**config.mk**
```make
export PLATFORM = sky130hd
export DESIGN_NAME = mrx_ram
export DESIGN_NICKNAME = d
export VERILOG_FILES = /design/src/hdl/mrx_ram.sv
export SDC_FILE = /design/constraint.sdc
export NUM_CORES = 1
export LEC_CHECK = 0
export ABC_CLOCK_PERIOD_IN_PS = 5500
export BUFFER_PORTS_ARGS = -buffer_cell sky130_fd_sc_hd__clkbuf_2
export CORE_MARGIN = 2
export CORE_UTILIZATION = 60
export CTS_CLUSTER_SIZE = 25
export DETAILED_ROUTE_END_ITERATION = 8
export PLACE_DENSITY_LB_ADDON = 0.05
export SLEW_MARGIN = 40
export SYNTH_ARGS = -nofsm -noshare
export SYNTH_HDL_FRONTEND = slang
export SYNTH_SLANG_ARGS = --single-unit
```
**constraint.sdc**
```tcl
create_clock -name clk -period 5.5 [get_ports clk]
set_clock_uncertainty 0.15 [all_clocks]
set_input_delay 0.275 -clock clk [delete_from_list [all_inputs] [get_ports clk]]
set_output_delay 0.275 -clock clk [all_outputs]
set_load 0.02 [all_outputs]
```
**src/hdl/mrx_ram.sv**
```systemverilog
// Generic single-write, single-read RAM with registered read data
module mrx_ram #(
    parameter int  WIDTH = 32,
    parameter int  DEPTH = 16,
    localparam int AW    = $clog2(DEPTH)
) (
    input  logic             clk,
    input  logic             wr_en,
    input  logic [AW-1:0]    wr_addr,
    input  logic [WIDTH-1:0] wr_data,
    input  logic             rd_en,
    input  logic [AW-1:0]    rd_addr,
    output logic [WIDTH-1:0] rd_data
);

    logic [WIDTH-1:0] mem_reg [DEPTH];
    logic [WIDTH-1:0] rd_data_reg;

    // Write, and read old contents on a same-address collision
    always_ff @(posedge clk)
    begin
        if (wr_en)
        begin
            mem_reg[wr_addr] <= wr_data;
        end
        if (rd_en)
        begin
            rd_data_reg <= mem_reg[rd_addr];
        end
    end

    assign rd_data = rd_data_reg;

endmodule

```
==> impl_metrics.env <==
export IMPL_outcome="completed"
export IMPL_min_period_over_period_pct=39.2
export IMPL_drt_first_pass_iters=5
export IMPL_track_usage_pct=24.5
export IMPL_max_slew_margin_pct=48.6
export IMPL_yosysWarnings=0
export IMPL_largest_register_ffs=512
export IMPL_die_x_um=187
export IMPL_drive_gt1_share_pct=30.7
export IMPL_cellInternalPower_mw=6.65
export IMPL_irDropWorstVdd_v=0.000316
export IMPL_syn_nets=881
export IMPL_slew_viol_final=0
export IMPL_vias=9321
export IMPL_postLayoutCellArea_um2=23100
export IMPL_placed_cells=1343
export IMPL_hold_path_cell_count=1
export IMPL_post_cts_setup_buffers=0
export IMPL_finalHoldViolations=0
export IMPL_detail_route_antenna_nets=0
export IMPL_clk_latency_ns=0.57
export IMPL_dieArea_um2=35100
export IMPL_overflow=0
export IMPL_final_setup_tns_ns=0
export IMPL_io_pins=75
export IMPL_setup_ws_ns=3.35
export IMPL_min_from="wr_data[28]"
export IMPL_dieHeight_um=187
export IMPL_crit_arrival_ns=2.30
export IMPL_power_density_nw_per_um2=361
export IMPL_combPwrFrac_pct=5.2
export IMPL_clockRootBuffer="clkbuf_16"
export IMPL_core_um2=33300
export IMPL_switching_share_pct=20.3
export IMPL_p_seq_share_pct=56.3
export IMPL_reg2reg_depth=3
export IMPL_cts_tree="done"
export IMPL_yosysSeqAreaShare_pct=81.0
export IMPL_cap_violations=0
export IMPL_synth_top_area_share_pct=81.0
export IMPL_fin_nets=1024
export IMPL_n_antenna_cell=0
export IMPL_placementRows=67
export IMPL_htree_levels=2
export IMPL_fin_util_pct=69.4
export IMPL_syn_area_um2=20200
export IMPL_synth_distinct_cells=17
export IMPL_numCtsBuffers=53
export IMPL_dr_first_iter_drc_count=1158
export IMPL_reg2reg_from="mem_reg[3][28]$_DFFE_PP_"
export IMPL_r2r_slack_ns=3.91
export IMPL_ys_seq_elements=544
export IMPL_rsz0062_at_grt="false"
export IMPL_grt_max_degree=81
export IMPL_cts_sinks=544
export IMPL_dp_worst_setup_slack_ns=2.78
export IMPL_max_clock_freq_ghz=0.464
export IMPL_cp_start_kind="input port"
export IMPL_p_total_mw=8.34
export IMPL_wire_per_inst_um=28.5
export IMPL_grt_pass1_wl_um=61600
export IMPL_wl_um=41800
export IMPL_clk_pin_slew_ns=0.06
export IMPL_drcViolationCount=0
export IMPL_p_leak_nw=7.41
export IMPL_hpwl_um=20700
export IMPL_layout_min_cycle_time_ns=2.15
export IMPL_worst_pin_slew_ns=0.771
export IMPL_area_growth_pct=14.5
export IMPL_numPortBuffers=74
export IMPL_cp_data_required_time_ns=5.64
export IMPL_hold_slack_ns=0.0349
export IMPL_end_kind="flip-flop"
export IMPL_antenna_found_initial=0
export IMPL_hold_end="mem_reg[6][28]$_DFFE_PP_"
export IMPL_power_switching_mw=1.69
export IMPL_gp_congestion=0.698
export IMPL_setup_violations=0
export IMPL_dpl_instance_area_um2=21300
export IMPL_synth_area_leaders="edfxtp_1, mux4_2, a22oi_1"
export IMPL_syn_inst=838
export IMPL_start_util_pct=60.6
export IMPL_path_max_fanout=50
export IMPL_path_class="input port to flip-flop"
export IMPL_yosysTopAreaCell="edfxtp_1"
export IMPL_cts_buffer_depth=3
export IMPL_fin_cells=1466
export IMPL_hp_class="input port to flip-flop"
export IMPL_postSynthAreaPerCell_um2=24.1
export IMPL_avgViaCountPerCell=6.36
export IMPL_power_share_clock_pct=38.5
export IMPL_r2r_end="rd_data[28]$_DFFE_PP_"
export IMPL_grt_pass1_vias=9746
[power by group through the flow]
stage	clock network [mW]	registers, mW	logic, mW
finish	3.21	4.70	0.430
global route	3.43	4.70	0.461
CTS	3.27	4.70	0.436
detailed placement	0	4.79	0.417
global placement	0	4.78	0.401
floorplan	0	4.80	0.223
[Yosys cell counts]
library cell,instances
nand2b_1,2
buf_2,4
buf_1,9
buf_6,2
nand3b_1,2
mux4_2,128
a22oi_1,64
clkbuf_1,17
nor2_1,13
nand3_1,1
nor2b_1,2
nand2_1,33
edfxtp_1,544
and2_1,1
or3b_2,1
buf_4,11
nor3_1,4
[cell type report]
class                      count  area (µm²)
sequential                   544       16300
timing repair buffer         131         931
tap                          448         561
fill                        2043       10200
clock buffer                  66        1380
clock inverter                26         140
multi-input combinational    251        3750
[critical path: stages]
cell,delay (ns)
buf_4,0.56
buf_4,0.64
mux4_2,0.40
a22oi_1,0.21
nand2_1,0.12
[layer usage]
| layer | part of all wire (%) | track usage, % |
|---|---|---|
| met1 | 41 | 35.6 |
| met2 | 50 | 39.7 |
| met3 | 7.0 | 4.18 |
| met4 | 2.1 | 6.57 |
| met5 | 0 | 0 |
[cells by family (layout without fill, tap and decap cells)]
kind of cell    after synthesis  after routing  synth area share (%)
buf+inv                      43            223                  1.10
flops                       544            544                  81.0
compound gates               64             64                  2.38
mux                         128            128                  14.3
simple gates                 59             59                  1.25
[what timing repair did]
action | 4_1_cts | 5_1_grt
hold endpoints to repair | 496 | 0
gates resized for setup | 0 | 0
hold buffers | 31 | 0
[cell usage in the layout, fill, tap and decap left out, drive strengths merged, types with 4 or more instances in the layout]
cell,n
nor2,13
a22oi,64
nand2,33
edfxtp,544
clkbuf,139
clkinv,24
buf,27
dlygate4sd3,31
mux4,128
nor3,4
[worst max path at each step]
stage	startpoint	to	slack, ns	cells after the start
floorplan	wr_addr[2]	mem_reg[0][0]$_DFFE_PP_	1.90	2
global placement	rd_addr[0]	rd_data[22]$_DFFE_PP_	2.66	5
detailed placement	rd_addr[1]	rd_data[11]$_DFFE_PP_	2.78	5
CTS	rd_addr[1]	rd_data[11]$_DFFE_PP_	3.38	5
global route	rd_addr[1]	rd_data[11]$_DFFE_PP_	3.26	5
finish	rd_addr[1]	rd_data[11]$_DFFE_PP_	3.35	5
(Power assumes the default switching activity.)
