[src/hdl/mrx_pkg.sv]
// Shared constants, opcodes and interface structs of the execute step core
package mrx_pkg;

    localparam int DATA_W    = 32;
    localparam int PC_W      = 14;
    localparam int PW_W      = PC_W + 1;
    localparam int NUM_REGS  = 16;
    localparam int REG_AW    = $clog2(NUM_REGS);
    // Data memory depth; a power of two, so an address wraps by keeping low bits
    localparam int MEM_WORDS = 16384;
    localparam int MEM_AW    = $clog2(MEM_WORDS);

    typedef enum logic [3:0] {
        OP_ADD  = 4'd0,
        OP_SUB  = 4'd1,
        OP_SLT  = 4'd2,
        OP_OR   = 4'd3,
        OP_NAND = 4'd4,
        OP_ADDI = 4'd5,
        OP_SLTI = 4'd6,
        OP_ORI  = 4'd7,
        OP_LUI  = 4'd8,
        OP_LW   = 4'd9,
        OP_SW   = 4'd10,
        OP_BEQ  = 4'd11,
        OP_JALR = 4'd12,
        OP_J    = 4'd13,
        OP_HALT = 4'd14,
        OP_DATA = 4'd15
    } opcode_t;

    // Execute slot phases: PH_EXEC executes a word, PH_LOAD waits for the memory data of a load
    typedef enum logic {
        PH_EXEC,
        PH_LOAD
    } phase_t;

    // Register file write port
    typedef struct packed {
        logic              en;
        logic [REG_AW-1:0] addr;
        logic [DATA_W-1:0] data;
    } rf_wr_t;

    // Outcome of one executed word
    typedef struct packed {
        logic [DATA_W-1:0] next_pc;
        logic              reg_we;
        logic [REG_AW-1:0] reg_addr;
        logic [DATA_W-1:0] reg_val;
        logic              mem_we;
        logic              mem_re;
        logic [MEM_AW-1:0] mem_addr;
        logic [DATA_W-1:0] mem_data;
        logic              halted;
    } exec_res_t;

endpackage

[src/hdl/mrx_exec.sv]
// Execute logic: ALU, branch and jump targets, write and memory decisions
module mrx_exec (
    input  mrx_pkg::opcode_t              op,
    input  logic [mrx_pkg::PC_W-1:0]      pc,
    input  logic [mrx_pkg::REG_AW-1:0]    rt,
    input  logic [mrx_pkg::REG_AW-1:0]    rd,
    input  logic [mrx_pkg::DATA_W-1:0]    imm,
    input  logic [mrx_pkg::DATA_W-1:0]    a,
    input  logic [mrx_pkg::DATA_W-1:0]    b,
    input  logic [mrx_pkg::PW_W-1:0]      prog_words,
    output mrx_pkg::exec_res_t            res
);
    import mrx_pkg::*;

    logic [DATA_W-1:0] pc_ext;
    logic [DATA_W-1:0] pc_plus1;
    logic [DATA_W-1:0] srcb;
    logic [DATA_W-1:0] sum;
    logic              end_of_prog;
    logic              use_imm;

    assign pc_ext      = DATA_W'(pc);
    assign pc_plus1    = pc_ext + DATA_W'(1);
    assign end_of_prog = PW_W'(pc) >= prog_words;
    assign use_imm     = (op == OP_ADDI) || (op == OP_SLTI) || (op == OP_ORI) ||
                         (op == OP_LUI) || (op == OP_LW) || (op == OP_SW);
    assign srcb        = use_imm ? imm : b;
    assign sum         = a + srcb;

    // Decode and compute the outcome of one word
    always_comb
    begin
        res         = '0;
        res.next_pc = pc_plus1;
        if (end_of_prog || (op == OP_HALT))
        begin
            res.halted  = 1'b1;
            res.next_pc = pc_ext;
        end
        else if (op == OP_DATA)
        begin
            res.mem_we   = 1'b1;
            res.mem_addr = pc_ext[MEM_AW-1:0];
            res.mem_data = imm;
        end
        else
        begin
            case (op)
                OP_ADD, OP_ADDI:
                begin
                    res.reg_we  = 1'b1;
                    res.reg_val = sum;
                end
                OP_SUB:
                begin
                    res.reg_we  = 1'b1;
                    res.reg_val = a - srcb;
                end
                OP_SLT, OP_SLTI:
                begin
                    res.reg_we  = 1'b1;
                    res.reg_val = DATA_W'($signed(a) < $signed(srcb));
                end
                OP_OR, OP_ORI:
                begin
                    res.reg_we  = 1'b1;
                    res.reg_val = a | srcb;
                end
                OP_NAND:
                begin
                    res.reg_we  = 1'b1;
                    res.reg_val = ~(a & srcb);
                end
                OP_LUI:
                begin
                    res.reg_we  = 1'b1;
                    res.reg_val = {srcb[DATA_W-17:0], 16'h0000};
                end
                OP_LW:
                begin
                    res.reg_we   = 1'b1;
                    res.mem_re   = 1'b1;
                    res.mem_addr = sum[MEM_AW-1:0];
                end
                OP_SW:
                begin
                    res.mem_we   = 1'b1;
                    res.mem_addr = sum[MEM_AW-1:0];
                    res.mem_data = b;
                end
                OP_BEQ:
                begin
                    if (a == b)
                    begin
                        res.next_pc = pc_plus1 + imm;
                    end
                end
                OP_JALR:
                begin
                    res.reg_we  = 1'b1;
                    res.reg_val = pc_plus1;
                    res.next_pc = a;
                end
                OP_J:
                begin
                    res.next_pc = imm;
                end
                default:
                begin
                end
            endcase
            if (res.reg_we)
            begin
                res.reg_addr = (op == OP_ADD || op == OP_SUB || op == OP_SLT ||
                                op == OP_OR || op == OP_NAND) ? rd : rt;
            end
        end
    end

endmodule

[config.mk]
export PLATFORM = sky130hd
export DESIGN_NAME = mrx_exec
export DESIGN_NICKNAME = d
export VERILOG_FILES = /design/src/hdl/mrx_pkg.sv /design/src/hdl/mrx_exec.sv
export SDC_FILE = /design/constraint.sdc
export NUM_CORES = 1
export LEC_CHECK = 0
export ABC_AREA = 1
export BUFFER_PORTS_ARGS = -buffer_cell sky130_fd_sc_hd__buf_2
export CAP_MARGIN = 10
export CELL_PAD_IN_SITES_DETAIL_PLACEMENT = 2
export CELL_PAD_IN_SITES_GLOBAL_PLACEMENT = 2
export CORE_AREA = 5 5 220 201
export DETAILED_ROUTE_END_ITERATION = 8
export DIE_AREA = 0 0 225 206
export MAX_ROUTING_LAYER = met4
export PLACE_DENSITY_LB_ADDON = 0.08
export SETUP_SLACK_MARGIN = 0.15
export SLEW_MARGIN = 20
export SYNTH_ARGS = -nofsm -noshare
export SYNTH_HDL_FRONTEND = slang
export SYNTH_SLANG_ARGS = --single-unit
[constraint.sdc]
create_clock -name vclk -period 11.6
set_input_delay 2.32 -clock vclk [all_inputs]
set_output_delay 2.32 -clock vclk [all_outputs]
set_load 0.005 [all_outputs]
==> results of run 1 <==
where the power goes:
| part | leakage, uW | internal [uW] | switching, uW |
|---|---|---|---|
| Combinational | 0.00821 | 236 | 587 |
| Sequential | 0 | 0 | 0 |
| Clock | 0 | 0 | 0 |
| Total | 0.00821 | 236 | 587 |
cells in the mapped netlist, types with 7 or more instances:
| library cell | count |
|---|---|
| ha_1 | 129 |
| nand3b_1 | 10 |
| nand3_1 | 126 |
| o21ai_0 | 52 |
| o21ai_2 | 31 |
| inv_2 | 51 |
| nor2_1 | 266 |
| o22ai_1 | 52 |
| nor3_1 | 20 |
| buf_4 | 8 |
| xor2_1 | 24 |
| nand2_1 | 893 |
| buf_6 | 7 |
| a21oi_1 | 153 |
| o21bai_1 | 11 |
| and2_1 | 8 |
| buf_2 | 37 |
| nor2_2 | 8 |
| clkbuf_1 | 20 |
| nand4_1 | 30 |
| a31oi_1 | 7 |
| xnor2_1 | 10 |
| inv_1 | 431 |
stage by stage:
stage	instances	instance area [um2]
final	3185	13500
after global routing	3185	13500
after CTS	3185	13500
after detailed placement	3185	13500
after global placement	3185	13500
after floorplan	2449	11900
critical path, stage by stage:
cell and delay (ns):
buf_2 0.12, inv_2 0.06, nand2_1 0.22, nor2_1 0.17, buf_4 0.24, inv_2 0.15, o211ai_4 0.39, buf_4 0.56
nand2_1 0.14, o21ai_2 0.12, inv_2 0.06, ha_1 0.44, nor2_2 0.23, inv_1 0.06, nor2_1 0.15, inv_1 0.07
nor2_1 0.26, nand2_1 0.08, a21oi_1 0.33, nor2_1 0.12, nand2_1 0.08, nand2_1 0.05, nor2_1 0.10, nor2_1 0.05
nor2_1 0.10, buf_2 0.15
final timing paths:
check,from,to,depth (start not counted)
worst max-delay path,op[1],res[75],26
worst min-delay path,rd[0],res[81],4
kinds of logic after synthesis:
group	share of synthesized area, %
and+or+nand+nor	48.4
buffers and inverters	18.9
AOI/OAI and AO/OA	16.1
adders and majority gates	14.1
xor gates and xnor gates	2.50
cell type report:
| class | count | area (um2) |
|---|---|---|
| Tap cell | 547 | 684 |
| Inverter | 483 | 1820 |
| Fill cell | 5694 | 28000 |
| Timing Repair Buffer | 265 | 1350 |
| Multi-Input combinational cell | 1890 | 9660 |
metal layers:
| layer | vias up | wire length, um | track usage (%) |
|---|---|---|---|
| li1 | 7946 | - | - |
| met1 | 8183 | 33300 | 39.7 |
| met2 | 377 | 34500 | 53.6 |
| met3 | 84 | 2600 | 1.11 |
| met4 | 0 | 2210 | 7.68 |
| met5 | - | 0 | - |
==> results by group, run 1 <==
Status
  – Status: finished clean

Placed design
  – Pre-CTS WS: 2.46 ns
  – Final GP Congestion: 0.999
  – Port bufs: 255
  – DP HPWL: 63400 um

Pwr
  – Leak pwr: 0.00821 uW
  – Peak VDD IR: 0.0237 mV
  – Power per Cell Area: 60.9 nW/um2
  – Pwr Total: 823 uW

GRT
  – Congestion Overflow GR: 0
  – Gr usage total: 30.8%
  – Vias in the first global route: 17452
  – Initial antenna violation count: 0
  – Global-route wire length before repair: 107000 um
  – Largest net degree at the start of global routing: 43

Detailed routing
  – Post-Route WL: 72500 um
  – Initial drt markers: 900
  – Post-route ant nets: 0
  – Vias/cell: 5.21
  – Routed vias: 16590
  – DRC Markers: 0
  – Avg WL per Cell: 22.8 um
  – DR pass1 iterations: 5

Timing
  – Actual slew at the worst max-slew pin: 1.07 ns
  – Rel. slew slack: 28.3%
  – Tcrit/Tclk final: 79.5%
  – Final Worst Setup Slack: 2.38 ns
  – RSZ-0062 raised after global routing: false
  – WHS: 4.97 ns
  – Final setup violation count: 0
  – Final worst path period need: 9.22 ns
  – Setup TNS: 0 ns
  – F_max: 0.108 GHz
  – Slew Viols, Final: 0
  – Final Hold Viols: 0

CTS
  – PostCTS Resize Cnt: 0
  – Hold Buf Count CTS: 0
  – Post CTS Setup Buffer Count: 0

Critical path
  – CP endpoint kind: primary output
  – CP Max Fanout: 38
  – CP startpoint kind: primary input
  – Req. time, crit path: 9.28 ns
  – Crit path arrival time: 6.90 ns
  – Crit Path Category: in2out

Floorplan
  – Num ports: 255
  – Chip height: 206 um
  – Die Wd: 225 um
  – Effective utilization at floorplan: 28.7%
  – Core area: 41500 um2
  – FP Rows: 71
  – Die ar.: 46400 um2

Synth
  – Leading area contributor after synthesis: nand2_1
  – Mapped Area: 11900 um2
  – Sequential share of the synthesized area: 0%
  – Synth Instances: 2449
  – Area contributors post-synth: nand2_1 28%, inv_1 14%, ha_1 14%
  – Synth warnings: 0
  – Avg Inst Size Synth: 4.86 um2
  – Synth unique cells: 51
  – Synth top area share: 28.2%
  – Synthesized net count: 2718

Cells and area
  – Clk_buf instances: 0
  – Share of layout cells above drive strength 1: 14.5%
  – Seq_cells: 0
  – Most common cell after layout, fill and taps aside: nand2_1
  – Area grow syn2layout: 13.6%
  – Final Core Density: 32.6%
  – Diodes inserted: 0
  – FF/Latch Area: 0 um2
  – Final #Nets: 2909
  – Most frequent cells in the layout: 893 x nand2_1, 431 x inv_1, 266 x nor2_1, 255 x buf_2, 153 x a21oi_1

Job
  – Max_cap viols: 0

Worst hold path
  – Worst min-delay path class: in2out
Note: power is estimated with default switching activity, not from simulation.
==> run 2, diff against run 1 <==
ABC_AREA = 0   (was 1)
CORE_AREA = 5 5 191 175   (was 5 5 220 201)
DIE_AREA = 0 0 196 180   (was 0 0 225 206)
clock period = 8.7 ns   (was 11.6 ns; I/O delays follow)
==> run 2 against run 1 <==
Compared with the run above: count of clock-buffer cells in the layout did not move; core utilization rose by 1.2 points; sequential share of layout area did not move; critical path depth fell by 8; final cell count fell by 38%; largest power group unchanged.
==> results by group, run 2 <==
Pwr
  – Leak pwr: 0.00503 uW (-39%)
  – Peak VDD IR: 0.0266 mV (+12%)
  – Power per Cell Area: 79.5 nW/um2 (+30%)

Placed design
  – Placed Instances: 1981 (-38%)
  – DP HPWL: 44300 um (-30%)
  – Port bufs: 255 (unchanged)
  – Final GP Congestion: 0.936 (-6.3%)

Timing
  – Final worst path period need: 8.18 ns
  – Final setup violation count: 0 (unchanged)
  – Final Hold Viols: 0 (unchanged)
  – Tcrit/Tclk final: 94.0%
  – F_max: 0.122 GHz
  – Slew Viols, Final: 0 (unchanged)
  – Actual slew at the worst max-slew pin: 1.11 ns (+0.0353 ns)
  – Rel. slew slack: 26.0% (-2.3 points)
  – Setup TNS: 0 ns (unchanged)
  – RSZ-0062 raised after global routing: false

GRT
  – Initial antenna violation count: 3 (+3)
  – Vias in the first global route: 12001 (-31%)
  – Largest net degree at the start of global routing: 44 (+2.3%)
  – Global-route wire length before repair: 78400 um (-27%)
  – Congestion Overflow GR: 0 (unchanged)
  – Gr usage total: 29.4% (-1.4 points)

Detailed routing
  – Detailed route wirelength on metal2: 22500 um (-35%)
  – Vias/cell: 5.82 (+12%)
  – M1 WL: 26600 um (-20%)
  – DRC Markers: 0 (unchanged)
  – Avg WL per Cell: 27.0 um (+18%)
  – DR pass1 iterations: 5 (unchanged)
  – Routed vias: 11547 (-30%)
  – WL met3: 3590 um (+38%)
  – Top sig layer: met4
  – Initial drt markers: 794 (-12%)
  – Post-Route WL: 53500 um (-26%)
  – Post-route ant nets: 0 (unchanged)

Cells and area
  – Area grow syn2layout: 18.9%
  – Clk_buf instances: 0 (unchanged)
  – FF/Latch Area: 0 um2 (unchanged)
  – Most common cell after layout, fill and taps aside: buf_2
  – Filler cells: 3962 (-30%)
  – Final #Nets: 1836 (-37%)
  – Most frequent cells in the layout: 255 x buf_2, 158 x a21oi_1, 155 x nand2_1, 129 x ha_1, 126 x inv_1
  – Seq_cells: 0 (unchanged)
  – Layout Cells excl Fill: 1984 (-38%)
  – Share of layout cells above drive strength 1: 22.0% (+7.5 points)
  – Multi-input logic area: 8160 um2 (-16%)

CTS
  – PostCTS Resize Cnt: 0 (unchanged)
  – Post CTS Setup Buffer Count: 0 (unchanged)
  – Hold Buf Count CTS: 0 (unchanged)

Synth
  – Avg Inst Size Synth: 6.51 um2 (+34%)
  – Area contributors post-synth: ha_1 18%, a21oi_1 8.9%, nand2_1 6.5%
  – Leading area contributor after synthesis: ha_1
  – Synth top area share: 18.1% (-10 points)
  – Most instantiated cells after synthesis: 159 x a21oi_1, 155 x nand2_1, 129 x ha_1, 126 x inv_1, 97 x nor2_1
  – Count leader, synth: a21oi_1
  – Mapped Area: 8910 um2 (-25%)
  – Synthesized net count: 1637 (-40%)
  – Sequential share of the synthesized area: 0% (unchanged)
  – Synth warnings: 0 (unchanged)
  – Synth Instances: 1368 (-44%)
  – Synth unique cells: 83 (+63%)

Critical path
  – CP startpoint kind: primary input
  – Req. time, crit path: 6.96 ns (-2.32 ns)
  – Crit path arrival time: 6.44 ns (-0.46 ns)
  – Crit Path Category: in2out
  – CP Max Fanout: 20 (-47%)
  – CP endpoint kind: primary output

Status
  – Status: finished clean

Floorplan
  – Chip height: 180 um (-13%)
  – Num ports: 255 (unchanged)
  – FP Rows: 62 (-13%)
  – Effective utilization at floorplan: 28.4% (-0.27 points)
  – Core area: 31300 um2 (-24%)
  – Die ar.: 35300 um2 (-24%)
  – Die Wd: 196 um (-13%)

Job
  – Max_cap viols: 0 (unchanged)

Worst hold path
  – Worst min-delay path class: in2out
## run 2: area by class of cell
cell class | instances | area share [%]
timing repair buffer | 273 | 13.5
tap | 416 | 4.91
multi-input combinational | 1165 | 77.0
inverter | 127 | 4.50
antenna | 3 | 0.0709
## run 2: power by group
group	switching (uW)	internal, uW
registers	0	0
logic	539	303
clock network	0	0.0000461
## run 2: cells by family after synthesis
family	count (synthesis)	synth area share, %
compound gates	483	35.8
simple gates	407	21.3
buf+inv	203	8.86
fa+ha+maj	132	18.8
xor+xnor	100	9.83
mux	43	5.32
## run 2: per-stage QoR
| stage | setup slack [ns] | utilization, % | hold slack [ns] | cell area [um2] | total power [uW] |
|---|---|---|---|---|---|
| after floorplan | 1.26 | - | 3.58 | 8910 | 505 |
| after global placement | 0.743 | 33.7 | 3.79 | 10600 | 812 |
| after detailed placement | 0.571 | 33.8 | 3.80 | 10600 | 826 |
| after CTS | 0.552 | 33.8 | 3.80 | 10600 | 831 |
| after global routing | 0.262 | 33.8 | 3.85 | 10600 | 909 |
| final | 0.519 | 33.8 | 3.80 | 10600 | 842 |
## run 2: metal layers
layer	GRT usage [%]	vias up
li1	-	5337
met1	44.2	5789
met2	43.4	383
met3	3.44	38
met4	3.24	0
met5	-	-
## run 2: final timing paths
check / startpoint / to / slack (ns) / cells past startpoint
setup / recovery: op[2] / res[74] / 0.52 / 18
hold / removal: rt[3] / res[84] / 3.80 / 4
## run 2: worst max-delay path, cell delays in order
cell and delay, ns:
buf_2 0.19, nand2b_1 0.27, a21oi_1 0.16, a31o_2 0.39, buf_4 0.40, mux2_2 0.40, inv_1 0.09, ha_1 0.37
a21o_1 0.24, or4_1 0.49, o21ai_1 0.31, o21ai_1 0.20, a21boi_1 0.42, o21bai_1 0.14, xnor2_1 0.14, a221oi_1 0.28
nor2_1 0.06, buf_2 0.14
