==> config.mk <==
export PLATFORM = sky130hd
export DESIGN_NAME = mrx_regfile
export DESIGN_NICKNAME = d
export VERILOG_FILES = /design/src/hdl/mrx_pkg.sv /design/src/hdl/mrx_ram.sv /design/src/hdl/mrx_regfile.sv
export SDC_FILE = /design/constraint.sdc
export NUM_CORES = 1
export LEC_CHECK = 0
export BUFFER_PORTS_ARGS = -buffer_cell sky130_fd_sc_hd__buf_2
export CORE_ASPECT_RATIO = 0.75
export CORE_MARGIN = 10
export CORE_UTILIZATION = 69
export CTS_BUF_LIST = sky130_fd_sc_hd__clkbuf_16
export DETAILED_ROUTE_END_ITERATION = 7
export PLACE_DENSITY = 0.87
export SLEW_MARGIN = 5
export SYNTH_ARGS = -nofsm -noshare
export SYNTH_HDL_FRONTEND = slang
export SYNTH_HIERARCHICAL = 1
export SYNTH_SLANG_ARGS = --single-unit
==> constraint.sdc <==
create_clock -name clk -period 3.1 [get_ports clk]
set_input_delay 0.31 -clock clk [delete_from_list [all_inputs] [get_ports clk]]
set_output_delay 0.31 -clock clk [all_outputs]
set_load 0.01 [all_outputs]
==> src/hdl/mrx_pkg.sv <==
// Shared constants, opcodes and interface structs of the execute step core
package mrx_pkg;

    localparam int DATA_W    = 32;
    localparam int PC_W      = 14;
    localparam int PW_W      = PC_W + 1;
    localparam int NUM_REGS  = 16;
    localparam int REG_AW    = $clog2(NUM_REGS);
    // Data memory depth; a power of two, so an address wraps by keeping low bits
    localparam int MEM_WORDS = 16384;
    localparam int MEM_AW    = $clog2(MEM_WORDS);

    typedef enum logic [3:0] {
        OP_ADD  = 4'd0,
        OP_SUB  = 4'd1,
        OP_SLT  = 4'd2,
        OP_OR   = 4'd3,
        OP_NAND = 4'd4,
        OP_ADDI = 4'd5,
        OP_SLTI = 4'd6,
        OP_ORI  = 4'd7,
        OP_LUI  = 4'd8,
        OP_LW   = 4'd9,
        OP_SW   = 4'd10,
        OP_BEQ  = 4'd11,
        OP_JALR = 4'd12,
        OP_J    = 4'd13,
        OP_HALT = 4'd14,
        OP_DATA = 4'd15
    } opcode_t;

    // Execute slot phases: PH_EXEC executes a word, PH_LOAD waits for the memory data of a load
    typedef enum logic {
        PH_EXEC,
        PH_LOAD
    } phase_t;

    // Register file write port
    typedef struct packed {
        logic              en;
        logic [REG_AW-1:0] addr;
        logic [DATA_W-1:0] data;
    } rf_wr_t;

    // Outcome of one executed word
    typedef struct packed {
        logic [DATA_W-1:0] next_pc;
        logic              reg_we;
        logic [REG_AW-1:0] reg_addr;
        logic [DATA_W-1:0] reg_val;
        logic              mem_we;
        logic              mem_re;
        logic [MEM_AW-1:0] mem_addr;
        logic [DATA_W-1:0] mem_data;
        logic              halted;
    } exec_res_t;

endpackage

==> src/hdl/mrx_ram.sv <==
// Generic single-write, single-read RAM with registered read data
module mrx_ram #(
    parameter int  WIDTH = 32,
    parameter int  DEPTH = 16,
    localparam int AW    = $clog2(DEPTH)
) (
    input  logic             clk,
    input  logic             wr_en,
    input  logic [AW-1:0]    wr_addr,
    input  logic [WIDTH-1:0] wr_data,
    input  logic             rd_en,
    input  logic [AW-1:0]    rd_addr,
    output logic [WIDTH-1:0] rd_data
);

    logic [WIDTH-1:0] mem_reg [DEPTH];
    logic [WIDTH-1:0] rd_data_reg;

    // Write, and read old contents on a same-address collision
    always_ff @(posedge clk)
    begin
        if (wr_en)
        begin
            mem_reg[wr_addr] <= wr_data;
        end
        if (rd_en)
        begin
            rd_data_reg <= mem_reg[rd_addr];
        end
    end

    assign rd_data = rd_data_reg;

endmodule

==> src/hdl/mrx_regfile.sv <==
// Register file: two RAM copies for two reads, reset valid bits and write bypass
module mrx_regfile (
    input  logic                          clk,
    input  logic                          rst_n,
    input  logic                          rd_en,
    input  logic [mrx_pkg::REG_AW-1:0]    rd_addr_a,
    input  logic [mrx_pkg::REG_AW-1:0]    rd_addr_b,
    input  mrx_pkg::rf_wr_t               wr,
    output logic [mrx_pkg::DATA_W-1:0]    rd_data_a,
    output logic [mrx_pkg::DATA_W-1:0]    rd_data_b
);
    import mrx_pkg::*;

    logic [NUM_REGS-1:0] valid_reg;
    logic                hit_a_reg;
    logic                hit_b_reg;
    logic                live_a_reg;
    logic                live_b_reg;
    logic [DATA_W-1:0]   byp_data_reg;
    logic [DATA_W-1:0]   ram_a;
    logic [DATA_W-1:0]   ram_b;

    mrx_ram #(
        .WIDTH (DATA_W),
        .DEPTH (NUM_REGS)
    ) u_ram_a (
        .clk     (clk),
        .wr_en   (wr.en),
        .wr_addr (wr.addr),
        .wr_data (wr.data),
        .rd_en   (rd_en),
        .rd_addr (rd_addr_a),
        .rd_data (ram_a)
    );

    mrx_ram #(
        .WIDTH (DATA_W),
        .DEPTH (NUM_REGS)
    ) u_ram_b (
        .clk     (clk),
        .wr_en   (wr.en),
        .wr_addr (wr.addr),
        .wr_data (wr.data),
        .rd_en   (rd_en),
        .rd_addr (rd_addr_b),
        .rd_data (ram_b)
    );

    // Mark entries written since reset; unwritten entries read as zero
    always_ff @(posedge clk or negedge rst_n)
    begin
        if (!rst_n)
        begin
            valid_reg <= '0;
        end
        else if (wr.en)
        begin
            valid_reg[wr.addr] <= 1'b1;
        end
    end

    // Capture same-edge write hits and valid bits with each read
    always_ff @(posedge clk or negedge rst_n)
    begin
        if (!rst_n)
        begin
            hit_a_reg  <= 1'b0;
            hit_b_reg  <= 1'b0;
            live_a_reg <= 1'b0;
            live_b_reg <= 1'b0;
        end
        else if (rd_en)
        begin
            hit_a_reg  <= wr.en && (wr.addr == rd_addr_a);
            hit_b_reg  <= wr.en && (wr.addr == rd_addr_b);
            live_a_reg <= valid_reg[rd_addr_a];
            live_b_reg <= valid_reg[rd_addr_b];
        end
    end

    // Hold the bypass data of the write that collided with the read
    always_ff @(posedge clk)
    begin
        if (rd_en)
        begin
            byp_data_reg <= wr.data;
        end
    end

    // Select bypass, RAM data or zero
    always_comb
    begin
        if (hit_a_reg)
        begin
            rd_data_a = byp_data_reg;
        end
        else if (live_a_reg)
        begin
            rd_data_a = ram_a;
        end
        else
        begin
            rd_data_a = '0;
        end

        if (hit_b_reg)
        begin
            rd_data_b = byp_data_reg;
        end
        else if (live_b_reg)
        begin
            rd_data_b = ram_b;
        end
        else
        begin
            rd_data_b = '0;
        end
    end

endmodule

==> results of run 1 <==
## area by class of cell
class / count / area [µm²]
repair buffers: 197 / 1600
fillers: 2798 / 13200
diodes: 6 / 15.0
inverters: 6 / 22.5
flip-flops and latches: 1140 / 34100
well taps: 810 / 1010
multi-input cells: 625 / 8700
clock buffers: 105 / 2630
clock inverters: 77 / 591
## power by group
group,switching (µW),internal (µW)
Clock,5450,6850
Sequential,219,17400
Combinational,1470,874
Total,7140,25100
## metrics by stage
stage	power (µW)	util [%]	hold slack, ns	setup slack (ns)	cell area (µm²)
floorplan	19000	-	0.0144	0.482	43100
global placement	20000	73.5	0.277	0.555	45500
detailed placement	20200	73.5	0.293	0.526	45500
CTS	32300	78.7	0.101	0.665	48700
global route	33000	78.7	0.134	0.572	48700
finish	32300	78.7	0.147	0.601	48700
## logic make-up after synthesis
| logic type | Yosys count |
|---|---|
| AND/OR/NAND/NOR | 135 |
| multiplexers | 272 |
| flip-flops | 1140 |
| buffers and inverters | 110 |
| AO/OA/AOI/OAI | 210 |
| XOR/XNOR | 8 |
## how the worst max path moves through the flow
stage | to | cells past startpoint | start
2_1_floorplan | u_ram_a/mem_reg[1][0]$_DFFE_PP_ | 2 | wr[34]
3_3_place_gp | u_ram_a/rd_data[5]$_DFFE_PP_ | 6 | rd_addr_a[0]
3_5_place_dp | u_ram_a/rd_data[5]$_DFFE_PP_ | 6 | rd_addr_a[0]
4_1_cts | rd_data_a[16] | 4 | live_a_reg$_DFFE_PN0P_
5_1_grt | rd_data_a[13] | 4 | live_a_reg$_DFFE_PN0P_
6_report | rd_data_a[0] | 4 | live_a_reg$_DFFE_PN0P_
## layer usage
metal	vias up	track usage, %	routed length [µm]
li1	8405	-	-
met1	11400	43.9	38200
met2	2023	48.8	54200
met3	277	7.55	15700
met4	8	9.37	3780
met5	-	0	56
## layout by cell type (no fill, tap or decap), types with 4 or more instances in the layout
cell type / synthesis / final
edfxtp_1: 1120 / 1120
mux4_2: 256 / 256
a22oi_1: 128 / 128
buf_2: 8 / 106
clkbuf_16: 0 / 105
nand2_1: 74 / 74
a22o_1: 62 / 62
buf_4: 22 / 58
buf_12: 0 / 30
nor2_4: 0 / 26
inv_1: 6 / 24
clkinv_2: 0 / 24
dfrtp_1: 20 / 20
clkinv_1: 0 / 17
o21bai_1: 9 / 9
bufinv_16: 0 / 9
mux4_1: 8 / 8
clkinvlp_4: 0 / 8
nor3_4: 0 / 8
diode_2: 0 / 6
nand3b_1: 6 / 6
xnor2_1: 6 / 6
mux2i_1: 6 / 6
nand3_1: 5 / 5
nor2b_4: 0 / 4
nand2b_1: 4 / 4
## worst max-delay path: cells and delay by family (launching register included)
family          cells  cell delay [ns]
simple gates        1             0.33
compound gates      1             0.29
buf+inv             2             0.53
flops               1             0.38
==> flow_summary_export.csv, run 1 <==
group,metric,value,unit
clock_tree,clkSinkCount,1140,
setup_path,r2r-end,"u_ram_b/rd_data[5]$_DFFE_PP_",
synth,synth_top_family_by_area,"multiplexers",
cells_and_area,fin_cells,2966,
pwr,p_per_area,662,nW/µm²
floorplanning,ios,112,
synth,synth_mux_area_share,14.1,%
sta,skew,0.0179,ns
synth,yosys.area.top_type,"edfxtp_1",
drt,ant_nets,0,
setup_path,worstPathMaxFanout,18,
setup_path,worstPathArrival,2.19,ns
floorplanning,initial_core_util,69.6,%
synth,yosysSeqAreaShare,79.3,%
synth,synth_seq_cells,1140,
grt,grt_overflow,0,
synth,syn_nets,1923,
drt,drt_iter0_markers,3494,
clock_tree,cts_resized,0,
run_status,outcome,"finished clean",
drt,avgViaCountPerCell,7.46,
drt,drc_errors,0,
sta,worst_pin_slew,0.895,ns
cells_and_area,layout.nets,2116,
clock_tree,clkTransAtPathRegs,0.07,ns
setup_path,reg2reg_depth,3,
place,io_buffers,111,
floorplanning,coreArea,61900,µm²
synth,synth_compound_area_share,3.85,%
synth,ys.flop_type,"edfxtp_1",
sta,setup_viol,0,
floorplanning,fp.dieH,236,µm
setup_path,crit_path_start_kind,"flip-flop",
clock_tree,htree_levels,3,
grt,grt_start_max_net_pins,57,
sta,timing.final.crit_share,80.6,%
synth,synth_edf_count,1120,
drt,wl_per_cell,37.7,µm
min_path,hold_class,"in2reg",
setup_path,crit_slowest_cell,"dfrtp_1",
setup_path,required,2.79,ns
synth,synth_simple_gate_area_share,1.37,%
clock_tree,cts_hold_buf,1,
clock_tree,clock_path_buffers,3,
sta,finalCriticalPeriod,2.50,ns
cells_and_area,drive_above_1_share,30.0,%
clock_tree,cts_tree,"yes",
drt,vias,22100,
pwr,ir_worst_vdd,0.000599,V
synth,synth.area.top_cells,"edfxtp_1 78%, mux4_2 13%, a22oi_1 2.2%",
sta,hold_viol,0,
pwr,leakagePower,0.0159,µW
setup_path,slowest_delay,0.38,ns
clock_tree,cts_setup_buffers,0,
grt,grt_pass1_vias,22200,
place,hpwl,62.1,mm
floorplanning,dieArea,72900,µm²
synth,synthXorXnorAreaFrac,0.163,%
min_path,holdPathStages,2,
cells_and_area,syn2layout_area_growth,13.1,%
synth,synth-adder-area-share,0,%
place,dp_cells,2777,
grt,grtUsageTotal,31.1,%
synth,ys_top_cells_by_count,"1120 x edfxtp_1, 256 x mux4_2, 128 x a22oi_1, 74 x nand2_1, 62 x a22o_1",
min_path,hold_end,"valid_reg[12]$_DFFE_PN0P_",
sta,drv_slew,0,
synth,postSynth.asyncResetShare,1.75,%
setup_path,crit_chain,"nor2b_2, buf_4, a22o_1, buf_2",
drt,dr.pass1.iters,6,
sta,slew-limit-headroom,40.2,%
sta,grt_setup_unrepaired,"false",
synth,ys_types,33,
floorplanning,rows,79,
setup_path,rrSetupSlack,1.21,ns
synth,synth_top_cell_area_share,78.1,%
synth,netlist_area,43000,µm²
synth,yosysWarningCount,6,
grt,grt_pass1_wl,162,mm
synth,synthMostInstantiatedCell,"edfxtp_1",
place,gp_congestion,0.868,
sta,fmax,400,MHz
grt,antenna_found_initial,7,
clock_tree,clock_latency,0.67,ns
sta,setup-tns-final,0,ns
drt,routed_wl,112,mm
setup_path,path_class,"reg2out",
synth,syn_avg_cell_area,23.0,µm²
synth,syn_inst,1875,
floorplanning,die_w,308,µm
setup_path,endpoint_kind,"output port",
flow_run,maxCapViolations,0,
clock_tree,numCtsBuffers,98,
setup_path,rr_startpoint,"u_ram_b/mem_reg[0][5]$_DFFE_PP_",
clock_tree,cts_root_buf,"clkbuf_16",
min_path,hold_start,"wr[35]",
No activity file was read; power rests on OpenSTA's default activity.
==> inputs of run 2 (changes only) <==
--- a/config.mk
+++ b/config.mk
@@ -8,10 +8,10 @@
 export BUFFER_PORTS_ARGS = -buffer_cell sky130_fd_sc_hd__buf_2
 export CORE_ASPECT_RATIO = 0.75
 export CORE_MARGIN = 10
-export CORE_UTILIZATION = 69
+export CORE_UTILIZATION = 58
 export CTS_BUF_LIST = sky130_fd_sc_hd__clkbuf_16
 export DETAILED_ROUTE_END_ITERATION = 7
-export PLACE_DENSITY = 0.87
+export PLACE_DENSITY = 0.78
 export SLEW_MARGIN = 5
 export SYNTH_ARGS = -nofsm -noshare
 export SYNTH_HDL_FRONTEND = slang
==> constraint.sdc (replaced) <==
create_clock -name clk -period 2.2 [get_ports clk]
set_input_delay 0.22 -clock clk [delete_from_list [all_inputs] [get_ports clk]]
set_output_delay 0.22 -clock clk [all_outputs]
set_load 0.01 [all_outputs]
==> run 2 against run 1 <==
Net effect:
- the run now ends with setup timing left
- register-to-register slack worse by 0.63 ns
- critical path depth unchanged
- critical endpoint is now rd_data_b[23]
- design area up 1.3%
- cell count up 5.7%
- sequential share of layout area down 0.90 points
- highest routed layer unchanged
- flip-flop and latch count unchanged
- first-iteration DRC count down 17%
- wire length down 7.3%
- global-route usage down 6.8 points
- clock skew down 0.0019 ns
- critical path type unchanged
- via count down 3.7%
- largest power group unchanged
==> flow_summary_export.csv, run 2 (synthesized netlist as in run 1, its figures left out) <==
group,metric,value,unit
drt,wl_met2,48.5,mm
drt,vias,21300,
sta,timing.final.ws_setup,-0.0485,ns
clock_tree,clock_path_buffers,3,
clock_tree,clkSinkCount,1140,
min_path,hold_class,"in2reg",
drt,avgViaCountPerCell,6.80,
sta,drv_slew,0,
clock_tree,cts_tree,"yes",
drt,drc_errors,0,
cells_and_area,final_util,67.1,%
sta,setup_viol,9,
floorplanning,ios,112,
grt,grt_start_max_net_pins,50,
setup_path,crit_buf_inv,2,
grt,grt_pass1_wl,152,mm
pwr,ir_worst_vdd,0.000702,V
sta,grt_setup_unrepaired,"true",
drt,wl_met3,14.3,mm
grt,grtUsageTotal,24.4,%
grt,grt_pass1_vias,22100,
pwr,leakagePower,0.0161,µW
sta,slew-limit-headroom,33.0,%
place,gp_congestion,0.861,
floorplanning,initial_core_util,58.6,%
sta,worst_pin_slew,1.00,ns
run_status,violations,"setup timing",
place,hpwl,55.5,mm
cells_and_area,antenna_cells,0,
grt,antenna_found_initial,6,
clock_tree,numCtsBuffers,97,
cells_and_area,final_cell_mix,"1120 x edfxtp_1, 256 x mux4_2, 128 x a22oi_1",
drt,routed_wl,104,mm
grt,grt_overflow,0,
floorplanning,rows,86,
drt,top_layer_used,"met5",
setup_path,crit_chain,"nor2b_2, buf_4, a22o_1, buf_2",
clock_tree,cts_setup_buffers,0,
clock_tree,clock_latency,0.66,ns
cells_and_area,layout.nets,2135,
clock_tree,cts_root_buf,"clkbuf_16",
setup_path,worstPathMaxFanout,9,
cells_and_area,mostFrequentLayoutCell,"edfxtp_1",
cells_and_area,syn2layout_area_growth,14.6,%
drt,dr.pass1.iters,5,
floorplanning,dieArea,85600,µm²
setup_path,slowest_delay,0.44,ns
run_status,outcome,"complete, but fails checks",
drt,wl_per_cell,33.1,µm
cells_and_area,fillCellCount,4352,
setup_path,crit_path_start_kind,"flip-flop",
cells_and_area,fin_cells,3136,
sta,hold_viol,0,
drt,ant_nets,0,
sta,fmax,445,MHz
cells_and_area,drive_above_1_share,31.0,%
cells_and_area,regArea,34100,µm²
flow_run,maxCapViolations,0,
setup_path,crit_slowest_cell,"dfrtp_1",
drt,drt_iter0_markers,2896,
cells_and_area,multi_input_area,8790,µm²
place,io_buffers,111,
setup_path,endpoint_kind,"output port",
pwr,p_per_area,912,nW/µm²
setup_path,worstPathArrival,2.03,ns
sta,skew,0.0160,ns
clock_tree,htree_levels,3,
floorplanning,fp.dieH,256,µm
floorplanning,coreArea,73500,µm²
setup_path,required,1.98,ns
sta,hold_slack,0.0413,ns
floorplanning,die_w,335,µm
drt,met1_length,38.7,mm
place,dp_cells,2954,
setup_path,path_class,"reg2out",
setup_path,cp_top_family,"flip-flops",
sta,timing.final.crit_share,102,%
clock_tree,clkTransAtPathRegs,0.07,ns
sta,finalCriticalPeriod,2.25,ns
==> run 2: cell count changes in the layout (fill, tap and decap cells not counted), sizes merged <==
cell,delta
buf,+19
bufinv,+1
dlygate4sd3,+1
diode,-6
clkbuf,-6
clkinvlp,-5
inv,+5
clkinv,+3
==> run 2: stage by stage <==
step | power [µW] | TNS, ns | area (µm²) | worst slack [ns]
CTS | 45100 | -0.132 | 49300 | -0.0392
floorplan | 26800 | -68.20 | 43100 | -0.348
global route | 46200 | -0.696 | 49300 | -0.0841
finish | 45000 | -0.195 | 49300 | -0.0485
global placement | 28300 | 0 | 46100 | 0.259
detailed placement | 28400 | 0 | 46100 | 0.203
==> run 2: cell type report <==
class	count	area share, %
Multi-Input combinational cell	625	17.8
Tap cell	968	2.45
Sequential cell	1140	69.2
Timing Repair Buffer	217	4.24
Clock buffer	99	5.02
Inverter	6	0.0456
Clock inverter	81	1.24
==> run 2: path summary, 6_finish.rpt <==
check                                          startpoint  depth (start not counted)                        end  slack [ns]
max in group asynchronous                           rst_n                          2  valid_reg[13]$_DFFE_PN0P_        1.77
worst min-delay path                               wr[34]                          2  valid_reg[12]$_DFFE_PN0P_        0.04
min in group asynchronous                           rst_n                          2     live_b_reg$_DFFE_PN0P_        0.09
worst min register to register  valid_reg[14]$_DFFE_PN0P_                          1  valid_reg[14]$_DFFE_PN0P_        0.50
worst max-delay path                hit_b_reg$_DFFE_PN0P_                          4              rd_data_b[23]       -0.05
worst max register to register  valid_reg[12]$_DFFE_PN0P_                          4     live_b_reg$_DFFE_PN0P_        0.58
==> run 2: timing repair <==
action,in CTS,in global routing
hold buffers,2,0
endpoints found under the setup margin,24,22
resized for setup,16,19
hold endpoints to repair,21,0
pin swaps,0,0
==> run 2: report_power, final <==
group,internal [µW],leakage (µW),switching (µW)
clock network,9320,0.00159,7500
logic,1370,0.00406,2020
registers,24500,0.0104,273
==> run 2: worst reg2reg max path: stages (launching register included) <==
cell	delay, ns
dfrtp_1	0.41
mux4_1	0.55
mux2i_1	0.16
mux2i_1	0.11
mux2_2	0.28
==> run 2: metal layers <==
metal | global-route usage [%] | vias up
met5 | 0 | -
met4 | 5.91 | 8
met3 | 7.58 | 195
met2 | 36.9 | 1528
met1 | 34.7 | 11100
li1 | - | 8462
